--- src/rtl/ccvs_pkg.sv ---
`timescale 1ns / 1ps
package ccvs_pkg;

  localparam int VALUE_WIDTH_DEF = 32;
  localparam int STRAIN_W = 32;
  localparam int FRAC_W = 16;
  localparam int RHO_W = 20;
  localparam int EDDY_W = 24;
  localparam int NB_W = FRAC_W + RHO_W + EDDY_W;
  localparam int MU_W = 24;
  localparam int CFG_IDX_W = 4;
  localparam int CFG_DATA_W = 24;
  localparam int QUEUE_DEPTH = 4;

  // Sum of four fractions, and the sum that counts as four full cells.
  localparam int FSUM_W = FRAC_W + 2;
  localparam logic [FSUM_W-1:0] FULL_SUM = 18'd131072;

  // Pipelined divider for the volume-weighted averages.
  localparam int DIV_QW = EDDY_W;
  localparam int DIV_DW = FSUM_W;
  localparam int DIV_NW = DIV_QW + DIV_DW;

  typedef enum logic [1:0] {
    FUNC_CENTRE = 2'd0,
    FUNC_XY     = 2'd1,
    FUNC_XZ     = 2'd2,
    FUNC_YZ     = 2'd3
  } func_t;

  localparam logic [CFG_IDX_W-1:0] CFG_MU    = 4'd0;
  localparam logic [CFG_IDX_W-1:0] CFG_DENS  = 4'd1;
  localparam logic [CFG_IDX_W-1:0] CFG_TURB  = 4'd2;
  localparam logic [CFG_IDX_W-1:0] CFG_INNER = 4'd3;

  typedef struct packed {
    logic [MU_W-1:0] mu;
    logic            dens;
    logic            turb;
    logic [2:0]      inner;
  } cfg_t;

  // One queued transaction with its classification.
  typedef struct packed {
    logic                       centre;
    logic                       zc;
    logic                       b_on;
    logic                       i_on;
    logic signed [STRAIN_W-1:0] sa;
    logic signed [STRAIN_W-1:0] sb;
    logic signed [STRAIN_W-1:0] sc;
    logic signed [STRAIN_W-1:0] er;
    logic [NB_W-1:0]            na;
    logic [NB_W-1:0]            nb;
    logic [NB_W-1:0]            nc;
    logic [NB_W-1:0]            nd;
  } item_t;

  function automatic logic [FRAC_W-1:0] nb_frac(input logic [NB_W-1:0] n);
    return n[FRAC_W-1:0];
  endfunction

  function automatic logic [RHO_W-1:0] nb_rho(input logic [NB_W-1:0] n);
    return n[FRAC_W+RHO_W-1:FRAC_W];
  endfunction

  function automatic logic [EDDY_W-1:0] nb_eddy(input logic [NB_W-1:0] n);
    return n[NB_W-1:FRAC_W+RHO_W];
  endfunction

endpackage

--- src/rtl/ccvs_front.sv ---
`timescale 1ns / 1ps
module ccvs_front import ccvs_pkg::*; #(
  parameter int DEPTH = QUEUE_DEPTH
) (
  input  logic                       clk,
  input  logic                       rst,
  input  cfg_t                       cfg,
  input  logic                       in_valid,
  output logic                       in_stall,
  input  logic [1:0]                 func,
  input  logic signed [STRAIN_W-1:0] strain_a,
  input  logic signed [STRAIN_W-1:0] strain_b,
  input  logic signed [STRAIN_W-1:0] strain_c,
  input  logic signed [STRAIN_W-1:0] expansion_rate,
  input  logic [NB_W-1:0]            neighbor_a,
  input  logic [NB_W-1:0]            neighbor_b,
  input  logic [NB_W-1:0]            neighbor_c,
  input  logic [NB_W-1:0]            neighbor_d,
  input  logic                       pop,
  output logic                       head_valid,
  output item_t                      head
);

  localparam int PTR_W = (DEPTH > 1) ? $clog2(DEPTH) : 1;
  localparam int CNT_W = $clog2(DEPTH + 1);

  item_t            queue [DEPTH];
  logic [PTR_W-1:0] wr_ptr;
  logic [PTR_W-1:0] rd_ptr;
  logic [CNT_W-1:0] count;
  logic             push;
  item_t            item;

  always_comb begin
    item = '0;
    item.sa = strain_a;
    item.sb = strain_b;
    item.sc = strain_c;
    item.er = expansion_rate;
    item.na = neighbor_a;
    item.nb = neighbor_b;
    item.nc = neighbor_c;
    item.nd = neighbor_d;
    unique case (func_t'(func))
      FUNC_CENTRE: begin
        item.centre = 1'b1;
        item.zc     = nb_frac(neighbor_a) == '0;
        item.b_on   = 1'b1;
        item.i_on   = cfg.inner[2];
      end
      FUNC_XY: begin
        item.b_on = 1'b0;
      end
      FUNC_XZ: begin
        item.b_on = cfg.inner[0];
      end
      FUNC_YZ: begin
        item.b_on = cfg.inner[1];
      end
      default: begin
        item.b_on = 1'b0;
      end
    endcase
  end

  assign in_stall   = count == CNT_W'(DEPTH);
  assign push       = in_valid && !in_stall;
  assign head_valid = count != '0;
  assign head       = queue[rd_ptr];

  always_ff @(posedge clk) begin
    if (push) begin
      queue[wr_ptr] <= item;
    end
  end

  always_ff @(posedge clk) begin
    if (rst) begin
      wr_ptr <= '0;
      rd_ptr <= '0;
      count  <= '0;
    end else begin
      if (push) begin
        wr_ptr <= (wr_ptr == PTR_W'(DEPTH - 1)) ? '0 : wr_ptr + 1'b1;
      end
      if (pop) begin
        rd_ptr <= (rd_ptr == PTR_W'(DEPTH - 1)) ? '0 : rd_ptr + 1'b1;
      end
      count <= count + CNT_W'(push) - CNT_W'(pop);
    end
  end

endmodule

--- config.mk ---
export PLATFORM = sky130hd
export DESIGN_NAME = ccvs_front
export DESIGN_NICKNAME = d
export VERILOG_FILES = /design/src/rtl/ccvs_pkg.sv /design/src/rtl/ccvs_front.sv
export SDC_FILE = /design/constraint.sdc
export NUM_CORES = 1
export LEC_CHECK = 0
export ABC_AREA = 1
export BUFFER_PORTS_ARGS = -buffer_cell sky130_fd_sc_hd__buf_4
export CORE_AREA = 2 2 484 294
export CTS_CLUSTER_SIZE = 14
export DETAILED_ROUTE_END_ITERATION = 7
export DIE_AREA = 0 0 486 296
export GPL_ROUTABILITY_DRIVEN = 0
export PLACE_DENSITY = 0.64
export SETUP_SLACK_MARGIN = 0.4
export SLEW_MARGIN = 5
export SYNTH_ARGS = -nofsm -noshare
export SYNTH_HDL_FRONTEND = slang
export SYNTH_SLANG_ARGS = --single-unit
--- constraint.sdc ---
create_clock -name clk -period 19.3 [get_ports clk]
set_input_delay 0.965 -clock clk [delete_from_list [all_inputs] [get_ports clk]]
set_output_delay 0.965 -clock clk [all_outputs]
set_load 0.01 [all_outputs]
==> impl_metrics.json, run 1 <==
{
  "core_area_um2": 140200,
  "portBuffers": 750,
  "ir_worst_vdd_mv": 0.09079,
  "syn-num-nets": 4089,
  "maxCapViolations": 0,
  "area_growth_pct": 20.50,
  "synth_top_area_share_pct": 80.65,
  "post-cts-setup-buffers": 0,
  "antenna_found_initial": 23,
  "routed_wl_mm": 137.4,
  "cts_tree": "done",
  "dieWidth_um": 486,
  "worst_pin_slew_ns": 1.366,
  "yosys_register_bits": 1497,
  "leakage_uw": 0.02274,
  "fin_worst_skew_ns": 0.04314,
  "placementRows": 107,
  "yosysTopAreaCell": "edfxtp_1",
  "pwr_density_cell_nw_per_um2": 116.7,
  "setup_violations": 0,
  "ys_types": 25,
  "root_buffer": "clkbuf_16",
  "synth.avg_cell_area_um2": 15.06,
  "htree_levels": 4,
  "grt_pass1_vias": 30820,
  "hold_viol": 0,
  "r2r_setup_slack_ns": 15.20,
  "fin_tns_setup_ns": 0,
  "min_period_ns": 5.967,
  "critPathLaunchType": "register",
  "fmaxAchievable_mhz": 167.6,
  "worstHoldStart": "neighbor_d[35]",
  "drt-pass1-iter-count": 5,
  "cts_hold_buf": 0,
  "drive_gt1_share_pct": 21.85,
  "grt_overflow": 0,
  "rr_worst_depth": 7,
  "dieArea_um2": 143900,
  "cts_sinks": 1497,
  "dp_hpwl_mm": 78.07,
  "ys_warn_count": 0,
  "worstPathMaxFanout": 234,
  "finalPower_uw": 7793,
  "grt_usage_pct": 18.25,
  "timing.rr.start": "count[1]$_SDFF_PP0_",
  "cp.arrival_ns": 5.00,
  "cts_resized": 0,
  "cp.required_ns": 18.33,
  "hold_class": "input pin to register",
  "rsz0062_at_grt": "no",
  "grt_pass1_wl_mm": 200.2,
  "clk_pin_slew_worst_paths_ns": 0.06,
  "synth_top_cells_by_area": "edfxtp_1, o21ai_0, nor2_1",
  "synth_area_um2": 55400,
  "hold-path-cell-count": 1,
  "drc": 0,
  "cts_made_buffers": 139,
  "ant_nets": 0,
  "slew_viol_final": 0,
  "final_common_cell": "edfxtp_1",
  "via_per_inst": 5.171,
  "post-route-period-util_pct": 30.92,
  "worstSkewPairLatency_ns": 0.80,
  "drtIter0Drc": 2705,
  "crit_type": "register to output pin",
  "dr_total_vias": 32740,
  "critPathCaptureType": "output pin",
  "r2r_end": "queue[3][232]$_DFFE_PP_",
  "nNetsFinal": 4772,
  "start_util_pct": 39.53,
  "hold_end": "queue[0][35]$_DFFE_PP_",
  "num_io_pins": 777,
  "die_h_um": 296,
  "grt_max_degree": 378,
  "wl_per_cell_um": 21.70,
  "status": "finished clean",
  "cts_max_path_buffers": 3,
  "syn-instance-count": 3678,
  "layout_common_cells": "edfxtp_1, buf_4, nor2_1",
  "ys_seq_area_share_pct": 80.98,
  "slew_headroom_pct": 8.957
}
## sequential cells by signal (all words and copies together), names as in the netlist, named ones only
register / flops
count: 3
wr_ptr: 2
rd_ptr: 2
queue: 1488
## final cells by class
| cell class | count | area, um^2 |
|---|---|---|
| Multi-Input combinational cell | 1918 | 9193 |
| Timing Repair Buffer | 789 | 5973 |
| Antenna cell | 12 | 30.03 |
| Fill cell | 12060 | 73410 |
| Sequential cell | 1497 | 44870 |
| Clock buffer | 174 | 3610 |
| Clock inverter | 72 | 670.6 |
| Tap cell | 1853 | 2318 |
| Inverter | 16 | 93.84 |
## cells in the mapped netlist
cell and number:
fa_1 1, inv_6 1, o21ai_1 8, nand3b_1 1
nand3_1 2, inv_1 14, buf_4 3, xor2_1 1
and2_0 1, buf_8 2, o21ai_0 738, o22ai_1 372
nor3b_1 1, nor2_1 772, clkbuf_2 4, inv_2 1
a21oi_1 2, ha_1 7, edfxtp_1 1488, buf_2 79
buf_6 33, clkbuf_1 126, nand2_1 11, nor3_1 1
dfxtp_1 9
## metal layers
layer | up-vias | routed length (um) | GRT usage, %
met1 | 16240 | 59030 | 24.90
met5 | - | 129 | 0
met3 | 198 | 11150 | 5.939
met4 | 20 | 3249 | 6.086
met2 | 962 | 63790 | 27.66
li1 | 15320 | - | -
## through the flow
step	utilization [%]	instances	instance area (um^2)	setup WS (ns)	hold slack, ns
finish	47.63	6331	66760	13.33	0.3668
detailed placement	44.55	6073	62450	14.03	0.5280
floorplan	-	3678	55400	1.682	0.4938
CTS	47.61	6319	66730	13.21	0.3030
global placement	44.55	6073	62450	14.09	0.5337
global route	47.62	6329	66750	12.90	0.3247
## power breakdown
part | internal (uW) | switching [uW]
clock | 1410 | 1200
sequential | 3970 | 71.6
combinational | 391 | 743
## worst max-delay path, stage by stage, from the launching register on
cell and delay (ns):
dfxtp_4 0.77, buf_12 0.55, buf_4 0.85, buf_4 0.92, o21ai_0 0.22, o22ai_1 0.33
buf_4 0.21
## worst max path at each step
stage | end | slack (ns) | depth (start not counted)
floorplan | queue[0][0]$_DFFE_PP_ | 1.68 | 2
CTS | head[245] | 13.21 | 6
detailed placement | head[245] | 14.03 | 6
global route | head[196] | 12.90 | 6
global placement | head[245] | 14.09 | 6
finish | head[245] | 13.33 | 6
## cell families (layout without fill, tap and decap cells)
family / count (synthesis) / in the layout / share of synthesized area (%)
AND/OR/NAND/NOR: 789 / 789 / 5.370
flip-flops: 1497 / 1497 / 80.98
adder cells (fa/ha/maj): 8 / 8 / 0.1942
other: 0 / 12 / 0
AO/OA/AOI/OAI: 1120 / 1120 / 10.96
buffers and inverters: 263 / 1051 / 2.486
XOR/XNOR: 1 / 1 / 0.01581
Note: power is estimated with default switching activity, not from simulation.
==> run 2: changes to the inputs <==
Settings changed: PLACE_DENSITY 0.64 to 0.66.
Clock period 19.3 ns to 4.8 ns, I/O delays scaled along.
==> run 2 against run 1 <==
Against the previous run: sequential cell count is the same; routed wire length is 2.9% higher; clock power grew to 3.9 times the previous value; register-to-register slack worse by 13 ns; largest power group unchanged; count of clock-buffer cells in the layout is 1 higher; cell count up 6.4%; sequential power grew to 4.0 times the previous value; critical path depth is 1 lower; sequential share of layout area shrank 3.9 points; global-route usage rose by 0.45 points.
==> impl_metrics.json, run 2 (synthesis results as in run 1) <==
{
  "status": "finished clean",
  "critPathLaunchType": "register",
  "antenna_found_initial": 14,
  "routed_wl_mm": 141.3,
  "die_h_um": 296,
  "finalPower_uw": 31570,
  "root_buffer": "clkbuf_16",
  "regMostFlops": "queue",
  "layout_common_cells": "edfxtp_1, buf_4, nor2_1",
  "fin_worst_skew_ns": 0.02405,
  "core_area_um2": 140200,
  "htree_levels": 4,
  "hold_end": "queue[3][151]$_DFFE_PP_",
  "critPathCaptureType": "output pin",
  "slew_viol_final": 0,
  "cts_sinks": 1497,
  "cpMaxStageDelayCell": "dfxtp_4",
  "ir_worst_vdd_mv": 0.3240,
  "hold_viol": 0,
  "timing.rr.start": "count[0]$_SDFF_PP0_",
  "placementRows": 107,
  "min_period_ns": 3.669,
  "drtIter0Drc": 3212,
  "maxCapViolations": 0,
  "worstHoldStart": "neighbor_b[31]",
  "clk_pin_slew_worst_paths_ns": 0.06,
  "nNetsFinal": 5177,
  "hold_class": "input pin to register",
  "cts_made_buffers": 139,
  "r2r_end": "queue[2][274]$_DFFE_PP_",
  "grt_pass1_vias": 33480,
  "dp_hpwl_mm": 82.50,
  "stdcell_area_um2": 70870,
  "final_common_cell": "edfxtp_1",
  "dieWidth_um": 486,
  "cp.required_ns": 4.56,
  "crit_path_max_incr_delay_ns": 0.70,
  "pwr_density_cell_nw_per_um2": 445.5,
  "crit_type": "register to output pin",
  "placed_cell_area_um2": 62900,
  "reg_top3": "queue: 1488 flops, count: 3 flops",
  "wl_per_cell_um": 20.98,
  "drive_gt1_share_pct": 20.70,
  "grt_overflow": 0,
  "slew_headroom_pct": 26.34,
  "num_io_pins": 777,
  "largest_reg_flops": 1488,
  "cts_tree": "done",
  "portBuffers": 750,
  "drc": 0,
  "area_growth_pct": 27.92,
  "dr_total_vias": 34950,
  "hold-path-cell-count": 2,
  "dieArea_um2": 143900,
  "rr_worst_depth": 6,
  "grt_max_degree": 203,
  "fmaxAchievable_mhz": 272.5,
  "post-cts-setup-buffers": 0,
  "crit_top_cell": "buf_12",
  "r2r_setup_slack_ns": 2.30,
  "grt_usage_pct": 18.71,
  "start_util_pct": 39.53,
  "via_per_inst": 5.187,
  "worst_slack_ns": 1.131,
  "ant_nets": 0,
  "worstPathMaxFanout": 202,
  "leakage_uw": 0.02450,
  "cp.arrival_ns": 3.43,
  "crit_chain": "buf_12 -> buf_12 -> o21ai_0 -> o22ai_1 -> buf_4",
  "worst_hold_slack_ns": 0.1985,
  "setup_violations": 0,
  "worst_pin_slew_ns": 1.105,
  "drt-pass1-iter-count": 5,
  "grt_pass1_wl_mm": 207.7,
  "rsz0062_at_grt": "no",
  "fillCellCount": 11450,
  "cts_max_path_buffers": 3,
  "post-route-period-util_pct": 76.45,
  "worstSkewPairLatency_ns": 0.78,
  "place_ws_ns": 2.008
}
==> run 2: cell types whose count changed in the layout (fill, tap and decap cells not counted), moves of 2 or more <==
cell	change
clkbuf_16	+2
dlygate4sd3_1	+377
clkinv_16	-3
buf_12	+18
clkinv_2	+2
clkinv_1	+3
inv_6	+6
nand2_1	-2
buf_4	+10
bufinv_16	-3
==> run 2: final cells by class <==
cell class / count / area, um^2 / area share (%)
clock buffers: 175 / 3656 / 5.158
inverters: 16 / 93.84 / 0.1324
clock inverters: 74 / 519.2 / 0.7326
diodes: 11 / 27.53 / 0.03884
repair buffers: 1194 / 10180 / 14.37
well taps: 1853 / 2318 / 3.271
flip-flops and latches: 1497 / 44870 / 63.31
multi-input cells: 1918 / 9205 / 12.99
==> run 2: layer usage <==
metal  vias to the layer above  GRT usage (%)  part of all wire, %
li1                      16150              -                    -
met2                      1341          29.30                   47
met1                     17270          25.70                   43
met3                       173          5.409                  8.3
met5                         -              0                0.037
met4                         8          4.863                  1.9
==> run 2: repair_timing <==
item,CTS,global route
gates resized for setup,0,0
endpoints found under the setup margin,0,0
hold endpoints to repair,1505,0
hold buffers,377,0
==> run 2: worst max-delay path: cells and delay by family (launching register included) <==
kind	cells	cell delay, ns
AOI/OAI and AO/OA	2	0.51
buffers and inverters	3	0.99
DFF	1	0.70
==> run 2: report_power, final <==
| part | leakage, uW | switching (uW) | internal (uW) | total, uW |
|---|---|---|---|---|
| logic | 0.00877 | 3130 | 1860 | 4990 |
| registers | 0.0137 | 288 | 16000 | 16300 |
| clock network | 0.00203 | 4780 | 5550 | 10300 |
| total | 0.0245 | 8200 | 23400 | 31600 |
==> run 2: per-stage QoR <==
step,std cells,utilization (%),setup TNS (ns)
final,6738,50.56,0
after CTS,6727,50.54,0
after global placement,6101,44.87,0
after floorplan,3678,-,-2608.77
after detailed placement,6101,44.87,0
after global routing,6735,50.56,0
==> run 2: worst max-delay path by stage <==
stage	from	to	slack, ns	depth (start not counted)
after floorplan	count[1]$_SDFF_PP0_	queue[0][0]$_DFFE_PP_	-1.76	4
after CTS	register	head[273]	1.14	5
after global routing	register	head[311]	0.98	5
after detailed placement	register	head[273]	2.01	5
final	register	head[273]	1.13	5
after global placement	register	head[251]	2.09	5
